File: config.mk
export PLATFORM = sky130hd
export DESIGN_NAME = event_trace_record_encoder_top_flat
export DESIGN_NICKNAME = d
export VERILOG_FILES = /design/src/hdl/etre_pkg.sv /design/src/hdl/etre_if.sv /design/src/hdl/event_trace_record_encoder_top.sv /design/src/hdl/etre_ctrl.sv /design/src/hdl/etre_dp.sv /design/src/flat_wrapper.sv
export SDC_FILE = /design/constraint.sdc
export NUM_CORES = 1
export LEC_CHECK = 0
export ABC_CLOCK_PERIOD_IN_PS = 3200
export BUFFER_PORTS_ARGS = -buffer_cell sky130_fd_sc_hd__buf_2
export CORE_MARGIN = 2
export CORE_UTILIZATION = 45
export CTS_CLUSTER_SIZE = 12
export DETAILED_ROUTE_END_ITERATION = 6
export PLACE_DENSITY = 0.64
export SYNTH_ARGS = -nofsm -noshare
export SYNTH_HDL_FRONTEND = slang
export SYNTH_SLANG_ARGS = --single-unit
File: constraint.sdc
create_clock -name i_clk -period 3.2 [get_ports i_clk]
set_clock_uncertainty 0.05 [all_clocks]
set_input_delay 0.64 -clock i_clk [delete_from_list [all_inputs] [get_ports i_clk]]
set_output_delay 0.64 -clock i_clk [all_outputs]
set_load 0.05 [all_outputs]
File: src/hdl/etre_pkg.sv
// package for the event trace record encoder
// holds command codes, record tag bytes, sizes and the controller/datapath structs
// no dependencies
`timescale 1ns / 1ps
`default_nettype none

package etre_pkg;

    // default and upper bound of the process count
    localparam int PROCESSES_DEF = 16;
    localparam int PROCESSES_MAX = 32;
    // processes carried by the process_states field
    localparam int FIELD_PROCS   = 16;

    // record sizes in bytes
    localparam int HDR_BYTES = 3;
    localparam int LEN_W     = $clog2(HDR_BYTES + (PROCESSES_MAX + 3) / 4 + 1);

    // event command codes
    localparam logic [3:0] CMD_TIMER    = 4'd0;
    localparam logic [3:0] CMD_MOUSE    = 4'd1;
    localparam logic [3:0] CMD_KEYBOARD = 4'd2;
    localparam logic [3:0] CMD_SERIAL   = 4'd3;
    localparam logic [3:0] CMD_RX_CHAR  = 4'd4;
    localparam logic [3:0] CMD_TX_CHAR  = 4'd5;
    localparam logic [3:0] CMD_SYSCALL  = 4'd6;
    localparam logic [3:0] CMD_START    = 4'd7;
    localparam logic [3:0] CMD_END      = 4'd8;
    localparam logic [3:0] CMD_STATE    = 4'd9;

    // record tag bytes
    localparam logic [7:0] TAG_TIMER   = 8'h54; // 'T'
    localparam logic [7:0] TAG_MOUSE   = 8'h4D; // 'M'
    localparam logic [7:0] TAG_KEY     = 8'h4B; // 'K'
    localparam logic [7:0] TAG_CHAR    = 8'h43; // 'C'
    localparam logic [7:0] TAG_SYSCALL = 8'h53; // 'S'
    localparam logic [7:0] TAG_END     = 8'h5A; // 'Z'
    localparam logic [7:0] TAG_INIT    = 8'h49; // 'I'
    localparam logic [7:0] TAG_EDIT    = 8'h45; // 'E'
    localparam logic [7:0] TAG_NONE    = 8'h4E; // 'N'

    // commands from controller to datapath
    typedef struct packed {
        logic load;
        logic shift;
    } t_dp_cmd;

    // status from datapath to controller
    typedef struct packed {
        logic [LEN_W-1:0] rec_len;
    } t_dp_stat;

endpackage

`default_nettype wire

File: src/hdl/etre_if.sv
// channel interfaces of the event trace record encoder
// event input, trace byte output and enable register write channel
// no dependencies
`timescale 1ns / 1ps
`default_nettype none

interface etre_in_if;
    logic        valid;
    logic        ready;
    logic [3:0]  command;
    logic [15:0] event_value;
    logic [15:0] timer_count;
    logic [31:0] process_states;

    modport source (output valid, command, event_value, timer_count, process_states,
                    input ready);
    modport sink   (input valid, command, event_value, timer_count, process_states,
                    output ready);
endinterface

interface etre_out_if;
    logic       valid;
    logic       ready;
    logic [7:0] trace_byte;
    logic       last_byte;

    modport source (output valid, trace_byte, last_byte, input ready);
    modport sink   (input valid, trace_byte, last_byte, output ready);
endinterface

interface etre_cfg_if;
    logic valid;
    logic ready;
    logic trace_enable;

    modport source (output valid, trace_enable, input ready);
    modport sink   (input valid, trace_enable, output ready);
endinterface

`default_nettype wire

File: src/hdl/event_trace_record_encoder_top.sv
// top level of the event trace record encoder
// an event is accepted, then its N trace bytes follow one per cycle while the output is ready,
// N = 3 for a plain record, 4 with a key or syscall byte, 3 + ceil(PROCESSES/4) for changed states
// first byte is offered the cycle after accept; the single output byte port sets the rate
// disabled or silent events emit no bytes; reset clears enable and the stored states to free
`timescale 1ns / 1ps
`default_nettype none

module event_trace_record_encoder_top import etre_pkg::*; #(
    parameter int PROCESSES = PROCESSES_DEF
) (
    input  wire logic  i_clk,
    input  wire logic  i_rst_n,
    etre_in_if.sink    i_evt,
    etre_out_if.source o_rec,
    etre_cfg_if.sink   i_cfg
);

    t_dp_cmd  w_cmd;
    t_dp_stat w_stat;

    // register writes are always taken
    assign i_cfg.ready = 1'b1;

    // controller
    etre_ctrl u_ctrl (
        .i_clk       (i_clk),
        .i_rst_n     (i_rst_n),
        .i_in_valid  (i_evt.valid),
        .o_in_ready  (i_evt.ready),
        .o_out_valid (o_rec.valid),
        .i_out_ready (o_rec.ready),
        .o_last_byte (o_rec.last_byte),
        .i_stat      (w_stat),
        .o_cmd       (w_cmd)
    );

    // datapath
    etre_dp #(
        .PROCESSES (PROCESSES)
    ) u_dp (
        .i_clk            (i_clk),
        .i_rst_n          (i_rst_n),
        .i_cmd            (w_cmd),
        .o_stat           (w_stat),
        .i_cfg_we         (i_cfg.valid),
        .i_cfg_enable     (i_cfg.trace_enable),
        .i_command        (i_evt.command),
        .i_event_value    (i_evt.event_value),
        .i_timer_count    (i_evt.timer_count),
        .i_process_states (i_evt.process_states),
        .o_trace_byte     (o_rec.trace_byte)
    );

endmodule

`default_nettype wire

File: src/hdl/etre_ctrl.sv
// controller of the event trace record encoder
// one-hot state machine and byte counter, drives load and shift commands
// depends on etre_pkg
`timescale 1ns / 1ps
`default_nettype none

module etre_ctrl import etre_pkg::*; (
    input  wire logic     i_clk,
    input  wire logic     i_rst_n,
    input  wire logic     i_in_valid,
    output logic          o_in_ready,
    output logic          o_out_valid,
    input  wire logic     i_out_ready,
    output logic          o_last_byte,
    input  wire t_dp_stat i_stat,
    output t_dp_cmd       o_cmd
);

    typedef enum logic [1:0] {
        S_IDLE = 2'b01,
        S_EMIT = 2'b10
    } t_state;

    t_state           r_state, n_state;
    logic [LEN_W-1:0] r_left, n_left;
    logic             w_in_acc;
    logic             w_out_acc;

    // handshakes
    assign o_in_ready  = (r_state == S_IDLE);
    assign o_out_valid = (r_state == S_EMIT);
    assign o_last_byte = (r_left == LEN_W'(1));
    assign w_in_acc    = i_in_valid && o_in_ready;
    assign w_out_acc   = o_out_valid && i_out_ready;

    // datapath commands
    assign o_cmd.load  = w_in_acc;
    assign o_cmd.shift = w_out_acc;

    // next state and remaining byte count
    always_comb begin
        n_state = r_state;
        n_left  = r_left;
        case (r_state)
            S_IDLE: begin
                if (w_in_acc && (i_stat.rec_len != '0)) begin
                    n_state = S_EMIT;
                    n_left  = i_stat.rec_len;
                end
            end
            S_EMIT: begin
                if (w_out_acc) begin
                    n_left = r_left - LEN_W'(1);
                    if (o_last_byte) begin
                        n_state = S_IDLE;
                    end
                end
            end
            default: begin
                n_state = S_IDLE;
                n_left  = '0;
            end
        endcase
    end

    // state registers
    always_ff @(posedge i_clk) begin
        if (!i_rst_n) begin
            r_state <= S_IDLE;
            r_left  <= '0;
        end else begin
            r_state <= n_state;
            r_left  <= n_left;
        end
    end

endmodule

`default_nettype wire

File: src/hdl/etre_dp.sv
// datapath of the event trace record encoder
// enable register, stored process states, record builder and byte shift register
// depends on etre_pkg
`timescale 1ns / 1ps
`default_nettype none

module etre_dp import etre_pkg::*; #(
    parameter int PROCESSES = PROCESSES_DEF
) (
    input  wire logic        i_clk,
    input  wire logic        i_rst_n,
    input  wire t_dp_cmd     i_cmd,
    output t_dp_stat         o_stat,
    input  wire logic        i_cfg_we,
    input  wire logic        i_cfg_enable,
    input  wire logic [3:0]  i_command,
    input  wire logic [15:0] i_event_value,
    input  wire logic [15:0] i_timer_count,
    input  wire logic [31:0] i_process_states,
    output logic [7:0]       o_trace_byte
);

    localparam int NB = (PROCESSES + 3) / 4;      // packed state bytes
    localparam int PW = 2 * PROCESSES;            // state vector width
    localparam int SW = (HDR_BYTES + NB) * 8;     // longest record width

    logic          r_enable;
    logic [PW-1:0] r_prev;
    logic [SW-1:0] r_shift;

    logic [PW-1:0]   w_cur;
    logic [NB*8-1:0] w_pay;
    logic            w_changed;
    logic            w_is_state;
    logic [7:0]      w_tag;
    logic [7:0]      w_extra;
    logic [SW-1:0]   w_rec;

    // current states, process 0 in the top bits, processes past the field read free
    for (genvar gi = 0; gi < PROCESSES; gi++) begin : g_cur
        if (gi < FIELD_PROCS) begin : g_in
            assign w_cur[PW-1-2*gi -: 2] = i_process_states[31-2*gi -: 2];
        end else begin : g_free
            assign w_cur[PW-1-2*gi -: 2] = 2'b00;
        end
    end

    // packed payload, unused slots of the last byte are zero
    assign w_pay = (NB*8)'(w_cur) << (NB*8 - PW);

    // change detect: start compares against a cleared copy
    assign w_is_state = (i_command == CMD_START) || (i_command == CMD_STATE);
    assign w_changed  = (i_command == CMD_START) ? (w_cur != '0) : (w_cur != r_prev);

    // tag, payload byte, record length
    always_comb begin
        w_tag          = TAG_TIMER;
        w_extra        = i_event_value[7:0];
        o_stat.rec_len = LEN_W'(HDR_BYTES);
        case (i_command)
            CMD_TIMER:  w_tag = TAG_TIMER;
            CMD_MOUSE:  w_tag = TAG_MOUSE;
            CMD_SERIAL: w_tag = TAG_KEY;
            CMD_END:    w_tag = TAG_END;
            CMD_KEYBOARD: begin
                if (i_event_value == '0) begin
                    w_tag = TAG_KEY;
                end else begin
                    w_tag          = TAG_CHAR;
                    o_stat.rec_len = LEN_W'(HDR_BYTES + 1);
                end
            end
            CMD_SYSCALL: begin
                w_tag          = TAG_SYSCALL;
                w_extra        = {i_event_value[11:8], i_event_value[3:0]};
                o_stat.rec_len = LEN_W'(HDR_BYTES + 1);
            end
            CMD_START, CMD_STATE: begin
                if (w_changed) begin
                    w_tag          = (i_command == CMD_START) ? TAG_INIT : TAG_EDIT;
                    o_stat.rec_len = LEN_W'(HDR_BYTES + NB);
                end else begin
                    w_tag = TAG_NONE;
                end
            end
            default: o_stat.rec_len = '0;
        endcase
        if (!r_enable) begin
            o_stat.rec_len = '0;
        end
    end

    // record image, first byte in the top bits
    always_comb begin
        w_rec = SW'({w_tag, i_timer_count}) << (SW - 24);
        if (w_is_state && w_changed) begin
            w_rec = {w_tag, i_timer_count, w_pay};
        end else if (o_stat.rec_len == LEN_W'(HDR_BYTES + 1)) begin
            w_rec = SW'({w_tag, i_timer_count, w_extra}) << (SW - 32);
        end
    end

    assign o_trace_byte = r_shift[SW-1 -: 8];

    // enable register and stored process states
    always_ff @(posedge i_clk) begin
        if (!i_rst_n) begin
            r_enable <= 1'b0;
            r_prev   <= '0;
        end else begin
            if (i_cfg_we) begin
                r_enable <= i_cfg_enable;
            end
            if (i_cmd.load && r_enable && w_is_state) begin
                r_prev <= w_cur;
            end
        end
    end

    // record shift register, one byte out per output transaction
    always_ff @(posedge i_clk) begin
        if (i_cmd.load) begin
            r_shift <= w_rec;
        end else if (i_cmd.shift) begin
            r_shift <= r_shift << 8;
        end
    end

endmodule

`default_nettype wire

File: src/flat_wrapper.sv
// flat-port wrapper written by rule: the top's interface ports become plain ports
module event_trace_record_encoder_top_flat import etre_pkg::*;
#(
    parameter int PROCESSES = PROCESSES_DEF
)
  (i_clk, i_rst_n, i_evt_valid, i_evt_command, i_evt_event_value, i_evt_timer_count, i_evt_process_states, i_evt_ready, o_rec_valid, o_rec_trace_byte, o_rec_last_byte, o_rec_ready, i_cfg_valid, i_cfg_trace_enable, i_cfg_ready);
  etre_in_if i_evt_i ();
  etre_out_if o_rec_i ();
  etre_cfg_if i_cfg_i ();
  input  wire logic i_clk;
  input  wire logic i_rst_n;
  input wire logic [$bits(i_evt_i.valid)-1:0] i_evt_valid;
  input wire logic [$bits(i_evt_i.command)-1:0] i_evt_command;
  input wire logic [$bits(i_evt_i.event_value)-1:0] i_evt_event_value;
  input wire logic [$bits(i_evt_i.timer_count)-1:0] i_evt_timer_count;
  input wire logic [$bits(i_evt_i.process_states)-1:0] i_evt_process_states;
  output wire logic [$bits(i_evt_i.ready)-1:0] i_evt_ready;
  output wire logic [$bits(o_rec_i.valid)-1:0] o_rec_valid;
  output wire logic [$bits(o_rec_i.trace_byte)-1:0] o_rec_trace_byte;
  output wire logic [$bits(o_rec_i.last_byte)-1:0] o_rec_last_byte;
  input wire logic [$bits(o_rec_i.ready)-1:0] o_rec_ready;
  input wire logic [$bits(i_cfg_i.valid)-1:0] i_cfg_valid;
  input wire logic [$bits(i_cfg_i.trace_enable)-1:0] i_cfg_trace_enable;
  output wire logic [$bits(i_cfg_i.ready)-1:0] i_cfg_ready;
  assign i_evt_i.valid = i_evt_valid;
  assign i_evt_i.command = i_evt_command;
  assign i_evt_i.event_value = i_evt_event_value;
  assign i_evt_i.timer_count = i_evt_timer_count;
  assign i_evt_i.process_states = i_evt_process_states;
  assign i_evt_ready = i_evt_i.ready;
  assign o_rec_valid = o_rec_i.valid;
  assign o_rec_trace_byte = o_rec_i.trace_byte;
  assign o_rec_last_byte = o_rec_i.last_byte;
  assign o_rec_i.ready = o_rec_ready;
  assign i_cfg_i.valid = i_cfg_valid;
  assign i_cfg_i.trace_enable = i_cfg_trace_enable;
  assign i_cfg_ready = i_cfg_i.ready;
  event_trace_record_encoder_top #(.PROCESSES(PROCESSES)) u_core (.i_clk(i_clk), .i_rst_n(i_rst_n), .i_evt(i_evt_i), .o_rec(o_rec_i), .i_cfg(i_cfg_i));
endmodule
==> results of run 1 <==
[per-layer routing]
layer | routed length, um | GRT usage | up-vias
met2 | 5338 | 0.3338 | 107
met5 | 0 | 0 | -
met1 | 4893 | 0.2639 | 1646
met3 | 534 | 0.04169 | 4
met4 | 62 | 0.03989 | 0
li1 | - | - | 1719
[per-stage QoR]
stage | util | cell area [sq um] | worst slack [ps] | cells
after detailed placement | 0.5060 | 5200 | 273.8 | 635
final | 0.5236 | 5381 | 618.7 | 651
after floorplan | - | 4727 | 538.0 | 445
after global routing | 0.5236 | 5381 | 457.7 | 651
after CTS | 0.5236 | 5381 | 645.3 | 651
after global placement | 0.5060 | 5200 | 330.7 | 635
[cell usage in the layout, fill, tap and decap left out, types with 7 or more instances in the layout]
cell      count
buf_2        84
nand2_1      72
edfxtp_1     56
dfxtp_1      39
xor2_1       31
a21boi_0     25
mux2_2       21
nor4_1       19
and2_1       19
a22o_1       17
nor2_1       14
clkbuf_8      9
a221o_1       8
a21boi_1      8
nand3_1       7
o21ai_0       7
[cell type report]
class | count | area share
clock buffers | 9 | 0.02302
clock inverters | 7 | 0.01070
inverters | 6 | 0.004185
multi-input cells | 309 | 0.3855
flip-flops and latches | 95 | 0.4576
well taps | 136 | 0.03162
repair buffers | 89 | 0.08742
[synthesized netlist by cell type (7+ instances only)]
master / n / area share
a21boi_0: 25 / 0.040
a21boi_1: 8 / 0.013
a221o_1: 8 / 0.017
a22o_1: 17 / 0.032
and2_1: 19 / 0.025
buf_4: 9 / 0.014
clkbuf_1: 18 / 0.014
dfxtp_1: 39 / 0.17
edfxtp_1: 56 / 0.36
mux2_2: 21 / 0.050
nand2_1: 74 / 0.059
nand3_1: 7 / 0.0074
nor2_1: 14 / 0.011
nor4_1: 19 / 0.025
o21ai_0: 7 / 0.0074
xor2_1: 31 / 0.057
[report_power, final]
part | total (W) | internal (W) | switching, W
registers | 0.00169 | 0.00162 | 0.0000690
logic | 0.000877 | 0.000338 | 0.000539
clock network | 0.000738 | 0.000292 | 0.000446
[worst max-delay path, cell delays in order]
cell	delay, ps
buf_2	210
and4b_1	320
nor4_2	70
nand3_1	120
nor3_2	90
nor4_4	800
buf_4	340
a22o_1	150
[flip-flops by register name (all words and copies together), names as in the netlist]
| signal | count |
|---|---|
| u_core.u_ctrl.r_left | 4 |
| u_core.u_dp.r_prev | 32 |
| u_core.u_dp.r_enable | 1 |
| u_core.u_dp.r_shift | 56 |
| u_core.u_ctrl.r_state | 2 |
[cell families after synthesis]
kind of cell,Yosys count,synth area share
AO/OA/AOI/OAI,84,0.1359
XOR/XNOR,33,0.06118
adder cells (fa/ha/maj),4,0.01059
buffers and inverters,41,0.04263
flip-flops,95,0.5212
multiplexers,23,0.05429
other,1,0.0007937
AND/OR/NAND/NOR,164,0.1735
[worst paths after layout]
path	endpoint	slack, ps	cells past startpoint
min reg2reg	u_core.u_dp.r_prev[4]	420	2
max reg2reg	u_core.u_dp.r_shift[21]	740	6
min	u_core.u_dp.r_prev[4]	420	2
max	u_core.u_dp.r_shift[21]	620	8
==> results.py, run 1 <==
metrics = {
    "power": {
        "power_density_nw_per_um2": 614.6,
        "vdd_drop_max_uv": 312.4,
        "leakagePower_nw": 2.080,
        "power_w": 0.003307,
    },
    "timing": {
        "tns_ps": 0,
        "fin_crit_sh": 0.8066,
        "setup_viol": 0,
        "relSlewSlack": 0.3929,
        "slew_violations": 0,
        "tightest_slew_ps": 903.8,
        "period_minus_slack_ps": 2581,
        "hold_viol": 0,
        "fmax_mhz": 387.4,
        "whs_ps": 421.0,
        "rsz0062_at_grt": "no",
    },
    "synth": {
        "syn_area_per_cell_sq_um": 10.62,
        "synth_cell_types": 46,
        "synth_edf_count": 56,
        "ys_async_sr_fraction": 0,
        "synth_nets": 523,
        "synth_warnings": 0,
        "seq_area_frac_synth": 0.5212,
        "mappedNetlistArea_sq_um": 4725,
        "synth_ff_type": "edfxtp_1",
        "yosys_register_bits": 95,
        "synth_cells": 445,
    },
    "min_path": {
        "hp-class": "register to register",
        "min-delay-start": "u_core.u_dp.r_prev[4]",
    },
    "die": {
        "num_rows": 37,
        "floorplan.initialDensity": 0.4597,
        "die_area_sq_um": 11330,
        "die_x_um": 106.5,
        "core_sq_um": 10280,
        "ios": 86,
        "fp.dieH_um": 106.5,
    },
    "routing": {
        "drtIter0Drc": 162,
        "vias_per_cell": 5.339,
        "vias": 3476,
        "wirelength_mm": 10.83,
        "drcViolationCount": 0,
        "ant_nets": 0,
        "wl_per_cell_um": 16.63,
        "firstDrtPassIters": 4,
    },
    "grt": {
        "grt_pass1_vias": 3393,
        "grt_usage": 0.1977,
        "grt_max_degree": 57,
        "grt_overflow": 0,
        "antenna_found_initial": 0,
        "grt_pass1_wl_mm": 17.42,
    },
    "placed_design": {
        "gp_congestion": 0.7985,
        "hpwl_mm": 7.788,
        "io_buffer_count": 84,
    },
    "finish": {
        "layout-drive-gt1-share": 0.2563,
        "fillers": 949,
        "seqCellArea_sq_um": 2462,
        "area_growth_pct": 13.90,
        "insertedDiodeCount": 0,
        "layout.nets": 588,
        "multiInputGateArea_sq_um": 2074,
    },
    "worst_setup_path": {
        "r2r-start": "u_core.u_ctrl.r_state[1]",
        "startpoint": "i_evt_command[2]",
        "crit_fanout": 17,
        "worst_setup_path_end_kind": "register",
        "worstPathArrival_ps": 2760,
        "path_class": "primary input to register",
        "crit_required_ps": 3380,
        "cp-start-kind": "primary input",
    },
    "run_status": {
        "outcome": "completed",
    },
    "clocking": {
        "postCtsSetupRepairBufs": 0,
        "tritoncts": "yes",
        "htreeDepth": 3,
        "cts_root_buf": "clkbuf_8",
        "worstSkewPairLatency_ps": 360,
        "holdBufCountCts": 0,
        "clk_pin_slew_ps": 100,
        "cts.sink_count": 95,
        "post_cts_resize_count": 0,
        "cts_made_buffers": 9,
        "clock_path_buffers": 2,
    },
    "flow_run": {
        "drv_cap": 0,
    },
}
Note: power is estimated with default switching activity, not from simulation.
==> run 2, diff against run 1 <==
--- a/config.mk
+++ b/config.mk
@@ -5,7 +5,7 @@
 export SDC_FILE = /design/constraint.sdc
 export NUM_CORES = 1
 export LEC_CHECK = 0
-export ABC_CLOCK_PERIOD_IN_PS = 3200
+export ABC_CLOCK_PERIOD_IN_PS = 2550
 export BUFFER_PORTS_ARGS = -buffer_cell sky130_fd_sc_hd__buf_2
 export CORE_MARGIN = 2
 export CORE_UTILIZATION = 45
==> constraint.sdc (replaced) <==
create_clock -name i_clk -period 2.55 [get_ports i_clk]
set_clock_uncertainty 0.05 [all_clocks]
set_input_delay 0.51 -clock i_clk [delete_from_list [all_inputs] [get_ports i_clk]]
set_output_delay 0.51 -clock i_clk [all_outputs]
set_load 0.05 [all_outputs]
==> run 2 against run 1 <==
Against the previous run: critical path depth did not move; register-to-register slack got worse by 360 ps; final area rose by 3.5%; utilization up 1.8 points; first-iteration DRC count is 21% lower; critical path type is now register to register; non-clock buffer count is 19 higher; sequential cell count unchanged; highest routed layer unchanged; clock-buffer cell count is 1 higher; die area unchanged.
==> results.py, run 2 (synthesis gave the netlist of run 1 again) <==
metrics = {
    "run_status": {
        "outcome": "completed",
    },
    "worst_setup_path": {
        "crit_fanout": 24,
        "worst_setup_path_end_kind": "register",
        "path_cells": "xor2_1 -> nor4_1 -> buf_4 -> nand4_1 -> nor3_2 -> nor4_4 -> buf_12 -> a22o_1",
        "cp-start-kind": "register",
        "reg2regPathDepth": 8,
        "slowest_stage": "dfxtp_1",
        "r2r_end": "u_core.u_dp.r_shift[12]",
        "path_class": "register to register",
        "r2r-start": "u_core.u_dp.r_prev[24]",
        "crit_end": "u_core.u_dp.r_shift[12]",
        "crit_required_ps": 2620,
        "startpoint": "u_core.u_dp.r_prev[24]",
        "reg2reg_setup_slack_ps": 380,
        "critical_path.max_stage_delay_ps": 330,
        "worstPathArrival_ps": 2240,
    },
    "grt": {
        "grt_pass1_vias": 3446,
        "grt_overflow": 0,
        "grt_max_degree": 38,
        "grt_usage": 0.1924,
        "grt_pass1_wl_mm": 16.86,
        "antenna_found_initial": 0,
    },
    "flow_run": {
        "drv_cap": 0,
    },
    "placed_design": {
        "io_buffer_count": 84,
        "gp_congestion": 0.8630,
        "dp.cells": 654,
        "placed_cell_area_sq_um": 5373,
        "hpwl_mm": 7.985,
    },
    "finish": {
        "final_cells": 670,
        "largest_reg_flops": 56,
        "reg_top3": "u_core.u_dp.r_shift: 56 flops, u_core.u_dp.r_prev: 32 flops, u_core.u_ctrl.r_left: 4 flops",
        "fillers": 933,
        "insertedDiodeCount": 0,
        "postLayoutCellArea_sq_um": 5568,
        "utilization": 0.5418,
        "layout.nets": 607,
        "area_growth_pct": 17.85,
        "regMostFlops": "u_core.u_dp.r_shift",
        "layout-drive-gt1-share": 0.2809,
        "final_common_cell": "buf_2",
        "layout_common_cells": "buf_2 (84), nand2_1 (72), edfxtp_1 (56)",
    },
    "routing": {
        "ant_nets": 0,
        "drtIter0Drc": 128,
        "wl_met1_mm": 5.092,
        "wl_per_cell_um": 16.10,
        "maxUsedRoutingLayer": "met4",
        "wirelength_mm": 10.79,
        "vias": 3508,
        "wl_met3_um": 528,
        "firstDrtPassIters": 4,
        "drcViolationCount": 0,
        "routed-wl-met2_mm": 4.991,
        "vias_per_cell": 5.236,
    },
    "clocking": {
        "worstSkewPairLatency_ps": 360,
        "tritoncts": "yes",
        "post_cts_resize_count": 0,
        "postCtsSetupRepairBufs": 0,
        "cts_made_buffers": 9,
        "htreeDepth": 3,
        "holdBufCountCts": 0,
        "clk_pin_slew_ps": 90,
        "cts_root_buf": "clkbuf_8",
        "clock_path_buffers": 2,
        "cts.sink_count": 95,
    },
    "power": {
        "vdd_drop_max_uv": 389.5,
        "pwr-share-comb": 0.268,
        "power_frac_clock": 0.236,
        "p_seq_frac": 0.496,
        "p_sw_w": 0.001313,
        "power_density_nw_per_um2": 766.4,
        "p_sw_frac": 0.3076,
        "leakagePower_nw": 2.187,
        "internal-power_w": 0.002954,
    },
    "min_path": {
        "hp-class": "primary input to register",
    },
    "timing": {
        "slew_violations": 0,
        "fmax_mhz": 461.6,
        "period_minus_slack_ps": 2167,
        "tightest_slew_ps": 582.4,
        "relSlewSlack": 0.6088,
        "hold_viol": 0,
        "fin_crit_sh": 0.8496,
        "whs_ps": 363.7,
        "tns_ps": 0,
        "setup_viol": 0,
        "rsz0062_at_grt": "no",
    },
    "die": {
        "num_rows": 37,
        "core_sq_um": 10280,
        "floorplan.initialDensity": 0.4597,
        "die_area_sq_um": 11330,
        "die_x_um": 106.5,
        "fp.dieH_um": 106.5,
        "ios": 86,
    },
}
==> run 2: cell count changes in the layout (fill, tap and decap cells not counted), sizes merged <==
cell,previous run,this run
clkbuf,9,10
bufinv,0,1
buf,89,108
clkinv,4,2
==> run 2: critical path: cells and delay by family, from the launching register on <==
kind	cells	cell delay (ps)
flip-flops	1	330
XOR/XNOR	1	170
AND/OR/NAND/NOR	4	840
AO/OA/AOI/OAI	1	180
buffers and inverters	2	350
==> run 2: how the worst min path moves through the flow <==
stage / startpoint / endpoint / slack [ps] / cells past startpoint
after global placement: u_core.u_dp.r_prev[13] / u_core.u_dp.r_prev[13] / 400 / 2
after CTS: i_cfg_trace_enable / u_core.u_dp.r_enable / 350 / 3
after detailed placement: u_core.u_dp.r_prev[4] / u_core.u_dp.r_prev[4] / 410 / 2
final: i_cfg_trace_enable / u_core.u_dp.r_enable / 360 / 3
after global routing: i_evt_timer_count[14] / u_core.u_dp.r_shift[46] / 380 / 2
after floorplan: u_core.u_dp.r_prev[12] / u_core.u_dp.r_prev[12] / 400 / 2
==> run 2: cell type report <==
type / instances / area [sq um] / share of cell area
clock buffers: 10 / 127.6 / 0.02292
clock inverters: 6 / 67.56 / 0.01213
inverters: 6 / 22.52 / 0.004045
multi-input cells: 309 / 2079 / 0.3735
flip-flops and latches: 95 / 2462 / 0.4422
well taps: 136 / 170.2 / 0.03056
repair buffers: 108 / 638.1 / 0.1146
==> run 2: routing by layer <==
| metal | track usage | up-vias |
|---|---|---|
| li1 | - | 1755 |
| met1 | 0.2622 | 1638 |
| met2 | 0.3173 | 101 |
| met3 | 0.02636 | 14 |
| met4 | 0.06308 | 0 |
| met5 | 0 | - |
==> run 2: power groups by stage <==
stage | Sequential [W] | Combinational, W | Clock (W)
global route | 0.00214 | 0.00125 | 0.00108
detailed placement | 0.00216 | 0.00115 | 0
CTS | 0.00212 | 0.00115 | 0.00103
global placement | 0.00215 | 0.00113 | 0
floorplan | 0.00213 | 0.000868 | 0
finish | 0.00212 | 0.00114 | 0.00101
==> run 2: through the flow <==
stage | setup WS, ps | total power [W]
after floorplan | 117.2 | 0.002994
after global placement | 130.5 | 0.003281
after detailed placement | 52.37 | 0.003309
after CTS | 371.1 | 0.004305
after global routing | 202.7 | 0.004473
final | 383.4 | 0.004267
